`config.mk`:
```
export PLATFORM = sky130hd
export DESIGN_NAME = angle_bias_kalman_filter
export DESIGN_NICKNAME = d
export VERILOG_FILES = /design/src/rtl/abk_pkg.sv /design/src/rtl/angle_bias_kalman_filter.sv /design/src/rtl/abk_mul.sv /design/src/rtl/abk_div.sv
export SDC_FILE = /design/constraint.sdc
export NUM_CORES = 2
export LEC_CHECK = 0
export BUFFER_PORTS_ARGS = -buffer_cell sky130_fd_sc_hd__buf_2
export CORE_MARGIN = 4
export CORE_UTILIZATION = 50
export DETAILED_ROUTE_END_ITERATION = 12
export PLACE_DENSITY = 0.66
export SETUP_SLACK_MARGIN = 0.02
export SLEW_MARGIN = 20
export SYNTH_ARGS = -nofsm -noshare
export SYNTH_HDL_FRONTEND = slang
export SYNTH_HIERARCHICAL = 1
export SYNTH_SLANG_ARGS = --single-unit
```
`constraint.sdc`:
```
create_clock -name clk -period 8.75 [get_ports clk]
set_input_delay 0.4375 -clock clk [delete_from_list [all_inputs] [get_ports clk]]
set_output_delay 0.4375 -clock clk [all_outputs]
set_load 0.05 [all_outputs]
```
`src/rtl/abk_pkg.sv`:
```
// shared types and constants for the angle and gyro bias kalman filter
// no dependencies; used by every rtl file of the block
package abk_pkg;

  localparam int FRAC = 28;

  localparam logic [31:0] TIME_STEP_RST     = 32'd5368709;
  localparam logic [31:0] ANGLE_NOISE_RST   = 32'd268435;
  localparam logic [31:0] BIAS_NOISE_RST    = 32'd805306;
  localparam logic [31:0] MEASURE_NOISE_RST = 32'd8053064;

  typedef enum logic [1:0] {
    CFG_TIME_STEP     = 2'd0,
    CFG_ANGLE_NOISE   = 2'd1,
    CFG_BIAS_NOISE    = 2'd2,
    CFG_MEASURE_NOISE = 2'd3
  } cfg_idx_t;

  typedef struct packed {
    logic signed [31:0] gyro_dps;
    logic signed [31:0] measured_angle;
  } in_t;

  typedef struct packed {
    logic signed [31:0] angle_estimate;
    logic signed [31:0] bias_estimate;
  } out_t;

  typedef enum logic [3:0] {
    ST_IDLE,
    ST_M_RATE,
    ST_M_P3,
    ST_M_INNER,
    ST_M_BN,
    ST_D_K0,
    ST_D_K1,
    ST_M_ANG,
    ST_M_BIAS,
    ST_M_C2,
    ST_M_C3,
    ST_M_C0,
    ST_M_C1,
    ST_FIN
  } state_t;

endpackage

```
`src/rtl/angle_bias_kalman_filter.sv`:
```
// two-state kalman filter for one tilt axis (angle and gyro bias)
// depends on abk_pkg, abk_mul and abk_div
//
// one item at a time: in_ready is high only while the filter is idle. each
// item runs ten fixed point multiplies and two gain divisions in sequence on
// one shared multiplier and one restoring divider. the result sits in an
// output register; the next item is taken while it waits.
// angle and bias are kept at DATA_WIDTH bits with 16 fraction bits, the
// covariance at DATA_WIDTH bits with 28 fraction bits; every stored value
// saturates, and the outputs saturate to 32 bits. configuration registers
// are written through cfg_we/cfg_idx/cfg_wdata; the user must write them
// only while idle, as the block itself does not enforce it.
module angle_bias_kalman_filter #(
  parameter int DATA_WIDTH = 32
) (
  input  logic           clk,
  input  logic           rst_n,
  input  logic           in_valid,
  output logic           in_ready,
  input  abk_pkg::in_t   in_data,
  output logic           out_valid,
  input  logic           out_ready,
  output abk_pkg::out_t  out_data,
  input  logic           cfg_we,
  input  logic [1:0]     cfg_idx,
  input  logic [31:0]    cfg_wdata
);

  localparam int W  = DATA_WIDTH;
  // operand width: holds full width sums and the 32-bit registers as signed
  localparam int OW = ((W > 33) ? W : 33) + 3;
  localparam int SW = OW + 1;
  localparam logic signed [SW-1:0] TOPX = (SW'(1) <<< (W - 1)) - SW'(1);
  localparam logic signed [SW-1:0] BOTX = -TOPX - SW'(1);
  localparam logic signed [SW-1:0] TOP32 = (SW'(1) <<< 31) - SW'(1);
  localparam logic signed [SW-1:0] BOT32 = -TOP32 - SW'(1);

  function automatic logic signed [SW-1:0] sxw(input logic [W-1:0] v);
    return $signed({{(SW-W){v[W-1]}}, v});
  endfunction

  function automatic logic signed [SW-1:0] sxo(input logic [OW-1:0] v);
    return $signed({{(SW-OW){v[OW-1]}}, v});
  endfunction

  function automatic logic signed [SW-1:0] sx32(input logic [31:0] v);
    return $signed({{(SW-32){v[31]}}, v});
  endfunction

  function automatic logic signed [SW-1:0] zx32(input logic [31:0] v);
    return $signed({{(SW-32){1'b0}}, v});
  endfunction

  function automatic logic signed [W-1:0] satw(input logic signed [SW-1:0] v);
    logic signed [SW-1:0] c;
    c = (v > TOPX) ? TOPX : ((v < BOTX) ? BOTX : v);
    return c[W-1:0];
  endfunction

  function automatic logic signed [31:0] sat32(input logic signed [SW-1:0] v);
    logic signed [SW-1:0] c;
    c = (v > TOP32) ? TOP32 : ((v < BOT32) ? BOT32 : v);
    return c[31:0];
  endfunction

  // configuration registers
  logic [31:0] dt_r, an_r, bn_r, mn_r;

  // filter state
  logic signed [W-1:0] ang_r, bias_r, p0_r, p1_r, p2_r, p3_r;
  logic signed [W-1:0] ang_nxt, bias_nxt, p0_nxt, p1_nxt, p2_nxt, p3_nxt;

  // per item working registers
  logic signed [31:0]   gyro_r, meas_r;
  logic signed [W-1:0]  t_r, k0_r, k1_r;
  logic signed [W-1:0]  t_nxt, k0_nxt, k1_nxt;
  logic signed [SW-1:0] y_r, y_nxt;

  abk_pkg::state_t state_r, state_nxt;
  logic            issued_r, issued_nxt;
  logic            out_valid_r, out_valid_nxt;
  abk_pkg::out_t   out_r, out_nxt;

  // shared units
  logic                 mul_start, mul_done, div_start, div_done;
  logic signed [SW-1:0] opa, opb, dnum, dden;
  logic signed [OW-1:0] mul_res;
  logic signed [W-1:0]  div_res;
  logic signed [SW-1:0] m;
  logic                 in_xfer;

  assign in_xfer = in_valid && in_ready;
  assign m       = sxo(mul_res);

  abk_mul #(.W(W), .OW(OW)) u_mul (
    .clk   (clk),
    .rst_n (rst_n),
    .start (mul_start),
    .a     (opa[OW-1:0]),
    .b     (opb[OW-1:0]),
    .done  (mul_done),
    .res   (mul_res)
  );

  abk_div #(.W(W), .OW(OW)) u_div (
    .clk   (clk),
    .rst_n (rst_n),
    .start (div_start),
    .n     (dnum[W-1:0]),
    .d     (dden[OW-1:0]),
    .done  (div_done),
    .res   (div_res)
  );

  // sequencer: each step issues one operation, then applies its result
  always_comb begin
    state_nxt     = state_r;
    issued_nxt    = issued_r;
    out_valid_nxt = out_valid_r;
    out_nxt       = out_r;
    ang_nxt  = ang_r;
    bias_nxt = bias_r;
    p0_nxt   = p0_r;
    p1_nxt   = p1_r;
    p2_nxt   = p2_r;
    p3_nxt   = p3_r;
    t_nxt    = t_r;
    k0_nxt   = k0_r;
    k1_nxt   = k1_r;
    y_nxt    = y_r;
    opa  = '0;
    opb  = '0;
    dnum = sxw(p0_r);
    dden = sxw(p0_r) + zx32(mn_r);
    mul_start = 1'b0;
    div_start = 1'b0;

    if (out_valid_r && out_ready) begin
      out_valid_nxt = 1'b0;
    end

    case (state_r)
      abk_pkg::ST_IDLE: begin
        if (in_xfer) begin
          state_nxt = abk_pkg::ST_M_RATE;
        end
      end
      abk_pkg::ST_M_RATE: begin
        opa = zx32(dt_r);
        opb = sxw(satw(sx32(gyro_r) - sxw(bias_r)));
        if (mul_done) begin
          ang_nxt   = satw(sxw(ang_r) + m);
          state_nxt = abk_pkg::ST_M_P3;
        end
      end
      abk_pkg::ST_M_P3: begin
        opa = zx32(dt_r);
        opb = sxw(p3_r);
        if (mul_done) begin
          t_nxt     = satw(m);
          state_nxt = abk_pkg::ST_M_INNER;
        end
      end
      abk_pkg::ST_M_INNER: begin
        opa = zx32(dt_r);
        opb = sxw(t_r) - sxw(p1_r) - sxw(p2_r) + zx32(an_r);
        if (mul_done) begin
          p0_nxt    = satw(sxw(p0_r) + m);
          p1_nxt    = satw(sxw(p1_r) - sxw(t_r));
          p2_nxt    = satw(sxw(p2_r) - sxw(t_r));
          state_nxt = abk_pkg::ST_M_BN;
        end
      end
      abk_pkg::ST_M_BN: begin
        opa = zx32(bn_r);
        opb = zx32(dt_r);
        if (mul_done) begin
          p3_nxt    = satw(sxw(p3_r) + m);
          state_nxt = abk_pkg::ST_D_K0;
        end
      end
      abk_pkg::ST_D_K0: begin
        if (div_done) begin
          k0_nxt    = div_res;
          state_nxt = abk_pkg::ST_D_K1;
        end
      end
      abk_pkg::ST_D_K1: begin
        dnum = sxw(p2_r);
        if (div_done) begin
          k1_nxt    = div_res;
          y_nxt     = sx32(meas_r) - sxw(ang_r);
          state_nxt = abk_pkg::ST_M_ANG;
        end
      end
      abk_pkg::ST_M_ANG: begin
        opa = sxw(k0_r);
        opb = y_r;
        if (mul_done) begin
          ang_nxt   = satw(sxw(ang_r) + m);
          state_nxt = abk_pkg::ST_M_BIAS;
        end
      end
      abk_pkg::ST_M_BIAS: begin
        opa = sxw(k1_r);
        opb = y_r;
        if (mul_done) begin
          bias_nxt  = satw(sxw(bias_r) + m);
          state_nxt = abk_pkg::ST_M_C2;
        end
      end
      // off-diagonal and p11 first, so p00 and p01 are still the old values
      abk_pkg::ST_M_C2: begin
        opa = sxw(k1_r);
        opb = sxw(p0_r);
        if (mul_done) begin
          p2_nxt    = satw(sxw(p2_r) - m);
          state_nxt = abk_pkg::ST_M_C3;
        end
      end
      abk_pkg::ST_M_C3: begin
        opa = sxw(k1_r);
        opb = sxw(p1_r);
        if (mul_done) begin
          p3_nxt    = satw(sxw(p3_r) - m);
          state_nxt = abk_pkg::ST_M_C0;
        end
      end
      abk_pkg::ST_M_C0: begin
        opa = sxw(k0_r);
        opb = sxw(p0_r);
        if (mul_done) begin
          p0_nxt    = satw(sxw(p0_r) - m);
          state_nxt = abk_pkg::ST_M_C1;
        end
      end
      abk_pkg::ST_M_C1: begin
        opa = sxw(k0_r);
        opb = sxw(p1_r);
        if (mul_done) begin
          p1_nxt    = satw(sxw(p1_r) - m);
          state_nxt = abk_pkg::ST_FIN;
        end
      end
      abk_pkg::ST_FIN: begin
        // hold until the output register is free
        if (!out_valid_r || out_ready) begin
          out_nxt.angle_estimate = sat32(sxw(ang_r));
          out_nxt.bias_estimate  = sat32(sxw(bias_r));
          out_valid_nxt          = 1'b1;
          state_nxt              = abk_pkg::ST_IDLE;
        end
      end
      default: begin
        state_nxt = abk_pkg::ST_IDLE;
      end
    endcase

    // issue once on entry to an operation step, re-arm when it finishes
    if (state_r == abk_pkg::ST_D_K0 || state_r == abk_pkg::ST_D_K1) begin
      div_start = !issued_r;
      issued_nxt = div_done ? 1'b0 : 1'b1;
    end else if (state_r != abk_pkg::ST_IDLE && state_r != abk_pkg::ST_FIN) begin
      mul_start = !issued_r;
      issued_nxt = mul_done ? 1'b0 : 1'b1;
    end else begin
      issued_nxt = 1'b0;
    end
  end

  always_ff @(posedge clk) begin
    if (!rst_n) begin
      state_r     <= abk_pkg::ST_IDLE;
      issued_r    <= 1'b0;
      out_valid_r <= 1'b0;
      dt_r   <= abk_pkg::TIME_STEP_RST;
      an_r   <= abk_pkg::ANGLE_NOISE_RST;
      bn_r   <= abk_pkg::BIAS_NOISE_RST;
      mn_r   <= abk_pkg::MEASURE_NOISE_RST;
      ang_r  <= '0;
      bias_r <= '0;
      p0_r   <= '0;
      p1_r   <= '0;
      p2_r   <= '0;
      p3_r   <= '0;
    end else begin
      state_r     <= state_nxt;
      issued_r    <= issued_nxt;
      out_valid_r <= out_valid_nxt;
      ang_r  <= ang_nxt;
      bias_r <= bias_nxt;
      p0_r   <= p0_nxt;
      p1_r   <= p1_nxt;
      p2_r   <= p2_nxt;
      p3_r   <= p3_nxt;
      if (cfg_we) begin
        case (abk_pkg::cfg_idx_t'(cfg_idx))
          abk_pkg::CFG_TIME_STEP:     dt_r <= cfg_wdata;
          abk_pkg::CFG_ANGLE_NOISE:   an_r <= cfg_wdata;
          abk_pkg::CFG_BIAS_NOISE:    bn_r <= cfg_wdata;
          abk_pkg::CFG_MEASURE_NOISE: mn_r <= cfg_wdata;
          default: ;
        endcase
      end
    end
  end

  // payload registers
  always_ff @(posedge clk) begin
    t_r   <= t_nxt;
    k0_r  <= k0_nxt;
    k1_r  <= k1_nxt;
    y_r   <= y_nxt;
    out_r <= out_nxt;
    if (in_xfer) begin
      gyro_r <= in_data.gyro_dps;
      meas_r <= in_data.measured_angle;
    end
  end

  assign in_ready  = (state_r == abk_pkg::ST_IDLE);
  assign out_valid = out_valid_r;
  assign out_data  = out_r;

endmodule

```
`src/rtl/abk_mul.sv`:
```
// shared fixed point multiplier: round(a*b / 2^28), ties away from zero
// one 16-bit digit of b per cycle; uses abk_pkg
module abk_mul #(
  parameter int W  = 32,
  parameter int OW = 36
) (
  input  logic                 clk,
  input  logic                 rst_n,
  input  logic                 start,
  input  logic signed [OW-1:0] a,
  input  logic signed [OW-1:0] b,
  output logic                 done,
  output logic signed [OW-1:0] res
);

  localparam int DG = 16;
  localparam int ND = (OW + DG - 1) / DG;
  localparam int BW = ND * DG;
  localparam int PW = OW + BW;
  localparam int MW = PW - abk_pkg::FRAC;
  localparam int CW = $clog2(ND + 1);
  localparam logic [MW-1:0] CAP = MW'(1) << W;

  logic [OW-1:0] am_r;
  logic [BW-1:0] bm_r;
  logic [PW-1:0] acc_r;
  logic          neg_r;
  logic [CW-1:0] cnt_r;
  logic          busy_r;
  logic          done_r;
  logic signed [OW-1:0] res_r;

  logic [OW-1:0]    amag, bmag;
  logic [OW+DG-1:0] prod;
  logic [PW-1:0]    acc_nxt, rnd;
  logic [MW-1:0]    mag, capm;
  logic [OW-1:0]    capo;

  always_comb begin
    amag    = a[OW-1] ? OW'(-a) : OW'(a);
    bmag    = b[OW-1] ? OW'(-b) : OW'(b);
    prod    = am_r * bm_r[BW-1 -: DG];
    acc_nxt = (acc_r << DG) + PW'(prod);
    rnd     = acc_r + (PW'(1) << (abk_pkg::FRAC - 1));
    mag     = rnd[PW-1:abk_pkg::FRAC];
    capm    = (mag > CAP) ? CAP : mag;
    capo    = capm[OW-1:0];
  end

  always_ff @(posedge clk) begin
    if (!rst_n) begin
      busy_r <= 1'b0;
      done_r <= 1'b0;
    end else begin
      done_r <= 1'b0;
      if (start) begin
        am_r   <= amag;
        bm_r   <= BW'(bmag);
        acc_r  <= '0;
        neg_r  <= a[OW-1] ^ b[OW-1];
        cnt_r  <= CW'(ND);
        busy_r <= 1'b1;
      end else if (busy_r) begin
        if (cnt_r != '0) begin
          acc_r <= acc_nxt;
          bm_r  <= bm_r << DG;
          cnt_r <= cnt_r - CW'(1);
        end else begin
          res_r  <= neg_r ? -$signed(capo) : $signed(capo);
          done_r <= 1'b1;
          busy_r <= 1'b0;
        end
      end
    end
  end

  assign done = done_r;
  assign res  = res_r;

endmodule

```
`src/rtl/abk_div.sv`:
```
// restoring divider for the gains: round(n * 2^28 / d), saturated to W bits
// one quotient bit per cycle; uses abk_pkg
module abk_div #(
  parameter int W  = 32,
  parameter int OW = 36
) (
  input  logic                 clk,
  input  logic                 rst_n,
  input  logic                 start,
  input  logic signed [W-1:0]  n,
  input  logic signed [OW-1:0] d,
  output logic                 done,
  output logic signed [W-1:0]  res
);

  localparam int NB = W + abk_pkg::FRAC;
  localparam int CW = $clog2(NB + 1);
  localparam logic [NB:0] HALF = (NB+1)'(1) << (W - 1);

  logic [NB-1:0] num_r, q_r;
  logic [OW-1:0] ud_r, r_r;
  logic          neg_r, dz_r;
  logic [CW-1:0] cnt_r;
  logic          busy_r, done_r;
  logic signed [W-1:0] res_r;

  logic [W-1:0]  nmag;
  logic [OW-1:0] dmag;
  logic [OW:0]   rs, df;
  logic          ge, up;
  logic [NB:0]   qr;
  logic [W-1:0]  sat;

  always_comb begin
    nmag = n[W-1] ? W'(-n) : W'(n);
    dmag = d[OW-1] ? OW'(-d) : OW'(d);
    rs   = {r_r, num_r[NB-1]};
    ge   = rs >= {1'b0, ud_r};
    df   = rs - {1'b0, ud_r};
    up   = {r_r, 1'b0} >= {1'b0, ud_r};
    qr   = {1'b0, q_r} + (NB+1)'(up);
    if (dz_r) begin
      sat = '0;
    end else if (neg_r) begin
      sat = (qr > HALF) ? {1'b1, {(W-1){1'b0}}} : W'(-qr[W-1:0]);
    end else begin
      sat = (qr > HALF - (NB+1)'(1)) ? {1'b0, {(W-1){1'b1}}} : qr[W-1:0];
    end
  end

  always_ff @(posedge clk) begin
    if (!rst_n) begin
      busy_r <= 1'b0;
      done_r <= 1'b0;
    end else begin
      done_r <= 1'b0;
      if (start) begin
        num_r  <= {nmag, {abk_pkg::FRAC{1'b0}}};
        ud_r   <= dmag;
        r_r    <= '0;
        q_r    <= '0;
        neg_r  <= n[W-1] ^ d[OW-1];
        dz_r   <= (d == '0);
        cnt_r  <= CW'(NB);
        busy_r <= 1'b1;
      end else if (busy_r) begin
        if (cnt_r != '0) begin
          r_r   <= ge ? df[OW-1:0] : rs[OW-1:0];
          q_r   <= {q_r[NB-2:0], ge};
          num_r <= num_r << 1;
          cnt_r <= cnt_r - CW'(1);
        end else begin
          res_r  <= $signed(sat);
          done_r <= 1'b1;
          busy_r <= 1'b0;
        end
      end
    end
  end

  assign done = done_r;
  assign res  = res_r;

endmodule
```
; ---- After elaboration in Yosys (flattened, before gate mapping)
; Index checks and enable logic that the tools add are counted.
[word_totals]
ff_bits = 1026
elab_cells = 295
inputBits = 103
latch_bits = 0
mem_bits_ro = 0
ramBits = 0
output_inout_bits = 66
n_memories = 0
[op_classes]
addsub = 28
n_bitwise = 9
magnitude_cmp = 33
eq_ne = 31
n_div = 0
mux = 99
n_shift = 0
reduce_logical = 51
multipliers = 1
[ops]
columns = operator, n
row1 = $mux 32, 38
row2 = $mux 60, 5
row3 = $gt 37x32->1 const B, 8
row4 = $lt 37x32->1 const B, 8
row5 = $pmux 32 s2, 4
row6 = $mux 36, 7
row7 = $pmux 36 s7, 1
row8 = $mux 84, 2
row9 = $sub 32x32->33, 5
row10 = $add 32x36->37, 4
row11 = $sub 32x36->37, 4
row12 = $pmux 36 s4, 1
row13 = $neg 36->36, 3
row14 = $gt 33x32->1 const B, 3
row15 = $lt 33x32->1 const B, 3
row16 = $mux 48, 2
row17 = $add 84x28->84 const B, 1
row18 = $add 84x52->84, 1
row19 = $ge 37x36->1, 2
row20 = $mux 35, 2
row21 = $gt 32x32->1 const B, 2
row22 = $lt 32x32->1 const B, 2
row23 = $neg 32->32, 2
row24 = $add 60x1->61, 1
row25 = 44 further kinds, 141

; ---- Longest topological paths before layout
[depth]
depth_word = 8
mapped_depth = 26
mapped_depth_nobuf = 25

; ---- Hierarchy
; Netlist, hierarchy kept.
[by_module_without_submodules]
columns = mod, cells_per_inst, seq_area_each_um2, area_each_um2, n_inst
row1 = angle_bias_kalman_filter, 6132, 14243.7, 50414.6, 1
row2 = abk_mul, 3548, 6256.0, 32133.3, 1
row3 = abk_div, 1559, 6165.9, 14448.9, 1

; ---- Worst setup path after synthesis
; Ideal clock, no wire load.
[synth_timing]
path_type = register to register
start = register u_mul.bm_r[41]
end = register u_mul.acc_r[81], data pin
setup_ns = 0.260
required_time_ns = 8.490
path_stages_with_launch = 23
arrival_time_ns = 6.891
n_path_buf = 3
path_slack_ns = 1.600
period_less_slack_ns = 7.150
cell_sequence = edfxtp_1 clkbuf_1 clkbuf_1 nand2_1 fa_1 inv_1 fa_1 fa_1 fa_1 fa_1 inv_1 fa_1 inv_1 ha_1 clkbuf_1 nand4_1 or4_1 a211oi_1 o21ai_1 a211oi_1 o21ai_1 or4_1 mux2_2
[synth_between]
elab_chain_len = 4
[synth_rtl]
columns = item, line_no
row1 = start: declaration, abk_mul.sv:25  ; logic [BW-1:0] bm_r;
row2 = start signal: assignment, abk_mul.sv:58  ; bm_r <= BW'(bmag);
row3 = start signal: assignment, abk_mul.sv:66  ; bm_r <= bm_r << DG;
row4 = $mul 36x16->52, abk_mul.sv:42  ; prod = am_r * bm_r[BW-1 -: DG];
row5 = $add 84x52->84, abk_mul.sv:43  ; acc_nxt = (acc_r << DG) + PW'(prod);
row6 = $mux 84, abk_mul.sv:64  ; if (cnt_r != '0) begin
row7 = $mux 84, abk_mul.sv:63  ; end else if (busy_r) begin
row8 = end signal: assignment, abk_mul.sv:65  ; acc_r <= acc_nxt;
row9 = end: declaration, abk_mul.sv:26  ; logic [PW-1:0] acc_r;
; No other way between the ends. The select of a mux whose other input is x is not followed.
; A chain may end at the register's enable or synchronous reset.

; ---- Worst setup path after layout
[layout_timing]
start = register u_mul.bm_r[44]
end = register u_mul.acc_r[71], data pin
; The elaborated chain is that of the path after synthesis.

==> results.md <==
- CTS Buf Count: 115
- Synth cell types: 112
- Total Wirelength: roughly 380000 um
- Die area: approximately 0.20 mm^2
- Hold path depth: 3
- Number of flops mapped to enable cells by yosys: between 600 and 700
- I/O Pins: ~170
- Slowest cell on crit path: edfxtp_1
- Area growth syn-to-layout: 8.56%
- Post-synth ARST share: 0%
- Dpl hpwl: ~290000 um
- Worst min-delay path startpoint: out_ready
- Top Layer Used: met5
- CP arrival: roughly 8.6 ns
- Vias per cell: around 6.4
- CP Launch Type: flip-flop
- Met3 WL post-DR: between 40000 and 50000 um
- Worst-path clk slew: 0.06 ns
- Hold_ws: around 0.26 ns
- Row count: 161
- CTS Buffer Depth: 3
- Syn_nets: 12600
- # nets final: 12600
- Max Slew Vio Count: 0
- Reg2reg path depth: 23
- Worst-Skew Late Latency: roughly 0.80 ns
- Crit-path cells: buf_4 > nand2_1 > fa_1 > inv_1 > fa_1 > fa_1 > fa_1 > fa_1 > inv_1 > fa_1 > inv_1 > ha_1 > a21oi_1 > o21ai_0 > nor3_2 > a211oi_1 > buf_4 > o21ai_1 > a211oi_1 > buf_4 > o211ai_1 > or3_1 > a21oi_1
- # setup viols final: 0
- 1st-pass router iterations: 9
- GRT Overall Usage: a little under two fifths
- Post-synthesis instance area: 0.0970 mm^2
- Die Span Y: between 400 and 500 um
- Register bit count reported by yosys: between 900 and 1000
- Average size of a mapped cell: between 8 and 9 um^2
- Largest area contributor in the netlist: edfxtp_1
- CTS tree: yes
- DR iter-0 viols: ~11000
- Wire length on met2: 159000 um
- Area contributors post-synth: edfxtp_1 (21%), fa_1 (12%), ha_1 (8.7%)
- RSZ-0062 raised after global routing: false
- Post-synthesis cell count: around 11000
- Routed Antenna Nets: 0
- HP Class: in2reg
- Setup Buffers After CTS: 0
- Detailed-route DRC error count: 0
- CTS Sinks: 998
- Yosys warnings: 6
- Final Wtd Congestion: between 1 and 1.5
- Filler Cells Inserted: 17600
- Worst reg2reg startpoint: u_mul/bm_r[44]
- H-tree depth: 3
- Endpoint class of the critical path: flip-flop
- Port bufs: between 150 and 200
- Ys flop type: edfxtp_1
- Vias: roughly 88000
- Fmax: about 120 MHz
- Root buffer cell: clkbuf_16
- Layout cells sized above 1: approximately 6.8%
- Met1 wire length: around 150000 um
- Worst-margin pin slew: between 1 and 1.5 ns
- Die width: between 400 and 500 um
- Slew headroom: 15.5%
- Max-cap violations: 0
- Tcrit/Tclk final: 92.6%
- Synth top area share: approximately a fifth
- Worst setup path startpoint: u_mul/bm_r[44]
- Wirelength per Cell: between 20 and 30 um
- Initial antenna violation count: 50
- Starting Density: 50.3%
- CP Max Fanout: 21
- Core Area: between 0.15 and 0.2 mm^2
- First-pass GRT wire length: around 560000 um
- Req. time, crit path: a little over 9 ns
- Grt ovf: 0
- Minimum clock period: 8.10 ns
- Vias in the first global route: roughly 84000
- Fin. Hold Viols: 0
- Sequential fraction of the synthesis area: ~27%
- Crit path top cell by count: fa_1
- Critical path class: reg2reg
- TNS Setup: 0 ns
- Skew final: between 0.02 and 0.03 ns
- Largest net degree at the start of global routing: approximately 100
- Status: finished clean
- Max incr delay on CP: around 0.83 ns
==> cell usage after synthesis (all sizes together) (34+ instances only) <==
cell	count
nand2	1243
inv	1137
a21oi	878
ha	676
nor2	669
edfxtp	668
fa	589
o21ai	536
clkbuf	510
xnor2	465
dfxtp	330
and2	313
a21o	244
xor2	238
nand3	237
nor3	168
nor2b	166
o31ai	158
nand4	145
o21a	120
nand2b	110
buf	102
and3	100
or3	99
a211oi	89
nor4	85
o21bai	83
o211ai	79
a22oi	74
a31oi	74
o22ai	72
or4	56
a222oi	51
or2	48
mux2	40
a21boi	36
and4	36
o41ai	36
a2111oi	34
==> stage by stage <==
stage | std cells | setup slack (ns) | util [%] | cell area [um^2]
6_report | 13900 | 0.646 | 54.6 | 105000
3_5_place_dp | 13500 | 0.665 | 52.0 | 100000
5_1_grt | 13800 | 0.266 | 54.6 | 105000
4_1_cts | 13800 | 0.651 | 54.6 | 105000
2_1_floorplan | 11200 | 1.60 | - | 97000
3_3_place_gp | 13500 | 0.786 | 52.0 | 100000
==> area by class of cell <==
| class | count | area, um^2 | area share [%] |
|---|---|---|---|
| Timing Repair Buffer | 463 | 3370 | 3.20 |
| Antenna cell | 34 | 85.1 | 0.0808 |
| Sequential cell | 998 | 26700 | 25.3 |
| Tap cell | 2526 | 3160 | 3.00 |
| Clock inverter | 72 | 693 | 0.658 |
| Inverter | 1141 | 4290 | 4.07 |
| Multi-Input combinational cell | 8488 | 63900 | 60.6 |
| Clock buffer | 147 | 3180 | 3.02 |
==> critical path: cells and delay by family, from the launching register on <==
family | cells | cell delay (ns)
and+or+nand+nor | 3 | 0.68
DFF | 1 | 0.83
buffers and inverters | 6 | 0.87
adders and majority gates | 7 | 3.52
AOI/OAI and AO/OA | 7 | 1.89
==> layout by cell type, fill, tap and decap left out, types with 83 or more instances in the layout <==
cell type      Yosys  routed
o31ai_1          156     155
fa_1             589     589
or3_1             99      99
xor2_1           238     238
o21bai_1          83      83
a21o_1           243     243
edfxtp_1         668     668
nand3_1          236     235
nand2b_1         110     110
clkbuf_16          0     119
dfxtp_1          330     330
ha_1             676     676
o21ai_0          494     493
nor3_1           167     160
o21a_1           120     119
buf_4             13     195
nor2_1           669     665
nand4_1          139     139
and3_1           100      99
nor2b_1          166     164
a211oi_1          89      89
a21oi_1          877     875
nand2_1         1241    1240
buf_2             60     167
inv_1           1136    1136
xnor2_1          465     464
and2_1           312     308
dlygate4sd3_1      0      97
==> worst paths after layout <==
path	slack [ns]	end
max	0.65	u_mul/acc_r[71]
min	0.26	out_valid
max reg2reg	0.65	u_mul/acc_r[71]
min reg2reg	0.46	k1_r[9]
==> flip-flops by register name, indices dropped and copies added, names as in the netlist, 33 cells and up <==
signal and flops:
u_mul/am_r 36, u_div/r_r 36, y_r 33, u_mul/acc_r 84, u_div/ud_r 36, u_mul/bm_r 48, out_data 64, u_div/q_r 60
u_mul/res 36
==> kinds of logic after synthesis <==
logic type | synth area share (%)
DFF | 27.5
muxes | 0.702
xor gates and xnor gates | 6.35
buffers and inverters | 6.95
and+or+nand+nor | 18.2
adders and majority gates | 20.9
AOI/OAI and AO/OA | 19.5
==> repair_timing <==
action	in CTS	in global routing
hold endpoints to repair	182	0
setup endpoints to repair	0	2
hold buffers	97	0
resized for setup	0	1
==> per-layer routing <==
layer	global-route usage, %	vias to the layer above
li1	-	39500
met1	48.9	42700
met2	54.2	4791
met3	9.17	1114
met4	24.5	24
met5	0	-
Power is not shown: default switching activity piles up to over one toggle a cycle in this logic, so the estimate is an artifact.
